**config.mk**
```make
export PLATFORM = sky130hd
export DESIGN_NAME = twm_ctrl
export DESIGN_NICKNAME = d
export VERILOG_FILES = /design/src/hdl/twm_pkg.sv /design/src/hdl/twm_ctrl.sv
export SDC_FILE = /design/constraint.sdc
export NUM_CORES = 1
export LEC_CHECK = 0
export BUFFER_PORTS_ARGS = -buffer_cell sky130_fd_sc_hd__buf_2
export CORE_AREA = 4 4 41 43
export DETAILED_ROUTE_END_ITERATION = 16
export DIE_AREA = 0 0 45 47
export HOLD_SLACK_MARGIN = 0.06
export PLACE_DENSITY = 0.77
export RECOVER_POWER = 100
export SYNTH_ARGS = -nofsm -noshare
export SYNTH_HDL_FRONTEND = slang
export SYNTH_SLANG_ARGS = --single-unit
export TNS_END_PERCENT = 10
```
**constraint.sdc**
```tcl
create_clock -name clk -period 1.7 [get_ports clk]
set_input_delay 0.17 -clock clk [delete_from_list [all_inputs] [get_ports clk]]
set_output_delay 0.17 -clock clk [all_outputs]
set_load 0.03 [all_outputs]
```
**src/hdl/twm_pkg.sv**
```systemverilog
// Package for the tempo warp map core: item kinds, status codes, state and mode
// enums, and the command and status structs between controller and datapath.
// No dependencies.
`default_nettype none

package twm_pkg;

	localparam logic [1:0] KIND_LOAD = 2'd0;
	localparam logic [1:0] KIND_T2B  = 2'd1;
	localparam logic [1:0] KIND_B2T  = 2'd2;

	localparam logic [1:0] STS_OK      = 2'd0;
	localparam logic [1:0] STS_INVALID = 2'd1;
	localparam logic [1:0] STS_SAT     = 2'd2;

	// Seconds per minute, turns beats per second into bpm
	localparam int BPM_SCALE = 60;

	typedef enum logic [3:0] {
		ST_IDLE,
		ST_DECODE,
		ST_LD_RD,
		ST_LD_CHK,
		ST_LD_DIV,
		ST_Q_RD0,
		ST_Q_CAP0,
		ST_Q_SRD,
		ST_Q_SCMP,
		ST_Q_SEG,
		ST_Q_MUL,
		ST_DONE
	} twm_state_t;

	typedef enum logic [1:0] {
		RD_PREV,
		RD_ZERO,
		RD_NEXT,
		RD_SEG
	} twm_rdsel_t;

	typedef enum logic [1:0] {
		MODE_ERR,
		MODE_LOAD,
		MODE_QUERY
	} twm_mode_t;

	typedef struct packed {
		logic       in_ready;
		logic       capture;
		logic       err;
		logic       mk_rd_en;
		twm_rdsel_t mk_rd_sel;
		logic       ld_chk;
		logic       ld_fin;
		logic       cap0;
		logic       scan_cmp;
		logic       sl_rd_en;
		logic       mul;
		logic       out_load;
	} twm_cmd_t;

	typedef struct packed {
		logic       in_valid;
		logic [1:0] kind;
		logic       invalid;
		logic       slot_bad;
		logic       need_div;
		logic       div_done;
		logic       scan_end;
		logic       out_free;
	} twm_sts_t;

endpackage

`default_nettype wire

```
**src/hdl/twm_ctrl.sv**
```systemverilog
// Controller of the tempo warp map core: sequences loads and queries over the
// datapath. Depends on twm_pkg.
`default_nettype none

module twm_ctrl (
	input  wire logic             clk,
	input  wire logic             arst_n,
	input  wire twm_pkg::twm_sts_t sts,
	output twm_pkg::twm_cmd_t      cmd
);
	import twm_pkg::*;

	twm_state_t state_q;
	twm_state_t state_d;

	always_ff @(posedge clk or negedge arst_n) begin
		if (!arst_n) begin
			state_q <= ST_IDLE;
		end else begin
			state_q <= state_d;
		end
	end

	always_comb begin
		state_d = state_q;
		case (state_q)
			ST_IDLE: begin
				if (sts.in_valid) state_d = ST_DECODE;
			end
			ST_DECODE: begin
				case (sts.kind)
					KIND_LOAD: state_d = sts.slot_bad ? ST_DONE : ST_LD_RD;
					KIND_T2B, KIND_B2T: state_d = sts.invalid ? ST_DONE : ST_Q_RD0;
					default: state_d = ST_DONE;
				endcase
			end
			ST_LD_RD:  state_d = ST_LD_CHK;
			ST_LD_CHK: state_d = ST_LD_DIV;
			ST_LD_DIV: begin
				if (!sts.need_div || sts.div_done) state_d = ST_DONE;
			end
			ST_Q_RD0:  state_d = ST_Q_CAP0;
			ST_Q_CAP0: state_d = ST_Q_SRD;
			ST_Q_SRD:  state_d = ST_Q_SCMP;
			ST_Q_SCMP: state_d = sts.scan_end ? ST_Q_SEG : ST_Q_SRD;
			ST_Q_SEG:  state_d = ST_Q_MUL;
			ST_Q_MUL:  state_d = ST_DONE;
			ST_DONE: begin
				if (sts.out_free) state_d = ST_IDLE;
			end
			default: state_d = ST_IDLE;
		endcase
	end

	always_comb begin
		cmd = '0;
		cmd.mk_rd_sel = RD_ZERO;
		case (state_q)
			ST_IDLE: begin
				cmd.in_ready = 1'b1;
				cmd.capture  = sts.in_valid;
			end
			ST_DECODE: begin
				case (sts.kind)
					KIND_LOAD: cmd.err = sts.slot_bad;
					KIND_T2B, KIND_B2T: cmd.err = sts.invalid;
					default: cmd.err = 1'b1;
				endcase
			end
			ST_LD_RD: begin
				cmd.mk_rd_en  = 1'b1;
				cmd.mk_rd_sel = RD_PREV;
			end
			ST_LD_CHK: cmd.ld_chk = 1'b1;
			ST_LD_DIV: cmd.ld_fin = !sts.need_div || sts.div_done;
			ST_Q_RD0: begin
				cmd.mk_rd_en  = 1'b1;
				cmd.mk_rd_sel = RD_ZERO;
			end
			ST_Q_CAP0: cmd.cap0 = 1'b1;
			ST_Q_SRD: begin
				cmd.mk_rd_en  = 1'b1;
				cmd.mk_rd_sel = RD_NEXT;
			end
			ST_Q_SCMP: cmd.scan_cmp = 1'b1;
			ST_Q_SEG: begin
				cmd.mk_rd_en  = 1'b1;
				cmd.mk_rd_sel = RD_SEG;
				cmd.sl_rd_en  = 1'b1;
			end
			ST_Q_MUL: cmd.mul = 1'b1;
			ST_DONE:  cmd.out_load = sts.out_free;
			default: cmd = '0;
		endcase
	end

endmodule

`default_nettype wire

```
==> flow_summary.toml <==
[run_status]
status = "finished, final reports clean"

[power]
power_mw = 1.571
internal_power_uw = 718.4
p_comb_frac = 0.729
p_leak_nw = 0.3458
powerDensity_mw_per_mm2 = 2062
vdd_ir_drop_max_v = 0.0009505
pwr-share-seq = 0.192
clock_power_share = 0.079
switchingPower_uw = 852.7
switching_share = 0.5428

[clock_tree]
cts_buffers = 3
htreeDepth = 1
cts-root-buf = "clkbuf_4"
clock_sinks = 4
clock_latency_ns = 0.25
clk_pin_slew_ns = 0.03
cts_tree = "done"
cts_buffer_depth = 2

[logic_synthesis]
synth_nets = 89
synth_top_flop_cell = "dfrtp_1"
syn_area_um2 = 575.6
avgSynthCellArea_um2 = 7.573
synth_edf_count = 0
async_reset_ff_frac = 1.000
ys_warn_count = 0
synth.distinct_cells = 35
seq_area_frac_synth = 0.1739
ys_ff_latch = 4
netlist_instances = 76

[drt]
vias_per_cell = 5.664
ant_nets = 0
wl_per_cell_um = 13.00
vias = 657
routed_wl_mm = 1.508
route.detailed.drc = 0
dr.pass1.iters = 4
drt_iter0_markers = 18

[worst_hold_path]
holdCritPathClass = "input pin to flip-flop"
hold_start = "sts[0]"

[sta]
drv_slew = 0
fin_worst_skew_ns = 0.006098
worst_pin_slew_ns = 0.4713
period_share = 0.9575
setup_slack_ns = 0.07225
fin_crit_ns = 1.628
max_slew_margin = 0.6858
rsz0062_at_grt = "true"
setup_tns_ns = 0
hold_ws_ns = 0.2285
hold_viol = 0
clock.fmax_mhz = 614.3
finalSetupViolations = 0

[layout]
top_register = "state_q"
area_growth_pct = 32.39
num_antenna_cells = 0
final_cell_area_um2 = 762.0
instances_no_fill = 116
largest_reg_flops = 4
postLayoutCoreUtil = 0.5856
reg_top3 = "state_q (4)"
final_nets = 116
drive_gt1_frac = 0.3960

[worst_setup_path]
r2r-start = "state_q[3]"
crit_type = "flip-flop to output pin"
setup.worst_path.start = "state_q[3]"
worstPathRequired_ns = 1.53
path_max_fanout = 8
end_kind = "output pin"
crit_path_start_kind = "flip-flop"
arrival_ns = 1.46

[grt]
first_global_vias = 539
grt_remaining_overflow = 0
grt_max_degree = 19
antenna_found_initial = 0
track_usage = 0.1615
grt_pass1_wl_mm = 2.428

[placement]
place_ws_ns = 0.1368
io_buffers = 23
numPlacedInstances = 108
place_area_um2 = 669.4
dp_hpwl_mm = 1.081
gp_congestion = 0.8242

[floorplan]
core_mm2 = 0.001301
fp.dieW_um = 45
die_y_um = 47
std_cell_rows = 13
io_pins = 24
die-area_mm2 = 0.002115
start_util = 0.4423

[job]
drv_cap = 0
power groups by stage:
stage	registers (mW)	logic (mW)	clock network (mW)
after global placement	0.305	0.967	0
after floorplan	0.175	0.986	0
after CTS	0.319	0.995	0.123
after global routing	0.319	1.26	0.125
after detailed placement	0.312	0.985	0
final	0.302	1.15	0.124
kinds of logic after synthesis:
kind of cell    synth area share
simple gates              0.2978
fa+ha+maj                0.04347
flops                     0.1739
buf+inv                   0.1565
xor+xnor                 0.01522
compound gates            0.3131
synthesized netlist by cell type (3+ instances only):
cell	number	share of area
o21a_1	3	0.039
buf_6	3	0.059
buf_2	3	0.026
o21ai_1	3	0.026
a21oi_1	6	0.052
nand2_1	3	0.020
nor3_1	5	0.043
dfrtp_1	4	0.17
nand2b_1	3	0.033
nor2_1	9	0.059
inv_1	5	0.033
per-layer routing:
| metal | GRT usage | vias to the layer above | routed length, um |
|---|---|---|---|
| li1 | - | 329 | - |
| met1 | 0.1991 | 294 | 595 |
| met2 | 0.2542 | 27 | 750 |
| met3 | 0.01149 | 7 | 91 |
| met4 | 0.1404 | 0 | 71 |
| met5 | 0 | - | 0 |
worst max-delay path: stages, from the launching register on:
cell     delay [ns]
dfrtp_2        0.47
nor2b_1        0.20
o21ai_0        0.16
nor3_1         0.19
buf_4          0.20
path summary, 6_finish.rpt:
| path | to | slack, ns | depth (start not counted) |
|---|---|---|---|
| worst min register to register | state_q[2] | 0.65 | 2 |
| worst min-delay path | state_q[1] | 0.23 | 3 |
| worst max-delay path | cmd[5] | 0.07 | 4 |
| worst max register to register | state_q[1] | 0.23 | 5 |
| max in group asynchronous | state_q[1] | 1.21 | 2 |
| min in group asynchronous | state_q[2] | 0.28 | 2 |
timing repair:
item | 4_1_cts | 5_1_grt
endpoints found under the setup margin | 6 | 3
endpoints found under the hold margin | 4 | 0
buffers inserted | 0 | 4
gates cloned | 0 | 0
resized for setup | 3 | 5
hold buffers | 1 | 0
cells in the final DEF, fill, tap and decap left out, drive strengths merged, types with 2 or more instances in the layout:
| master | instances |
|---|---|
| nand2b | 4 |
| nor3 | 5 |
| ha | 2 |
| dfrtp | 4 |
| o21a | 3 |
| nand2 | 3 |
| clkbuf | 12 |
| nor4 | 3 |
| a21oi | 6 |
| o21ai | 5 |
| buf | 20 |
| inv | 7 |
| nor2 | 9 |
cell type report:
type                       count  area [um^2]
tap                           15        18.77
timing repair buffer          30        185.2
sequential                     4        106.4
clock buffer                   3        22.52
multi-input combinational     57        402.9
fill                         130        539.3
inverter                       7        26.28
Note: power is estimated with default switching activity, not from simulation.
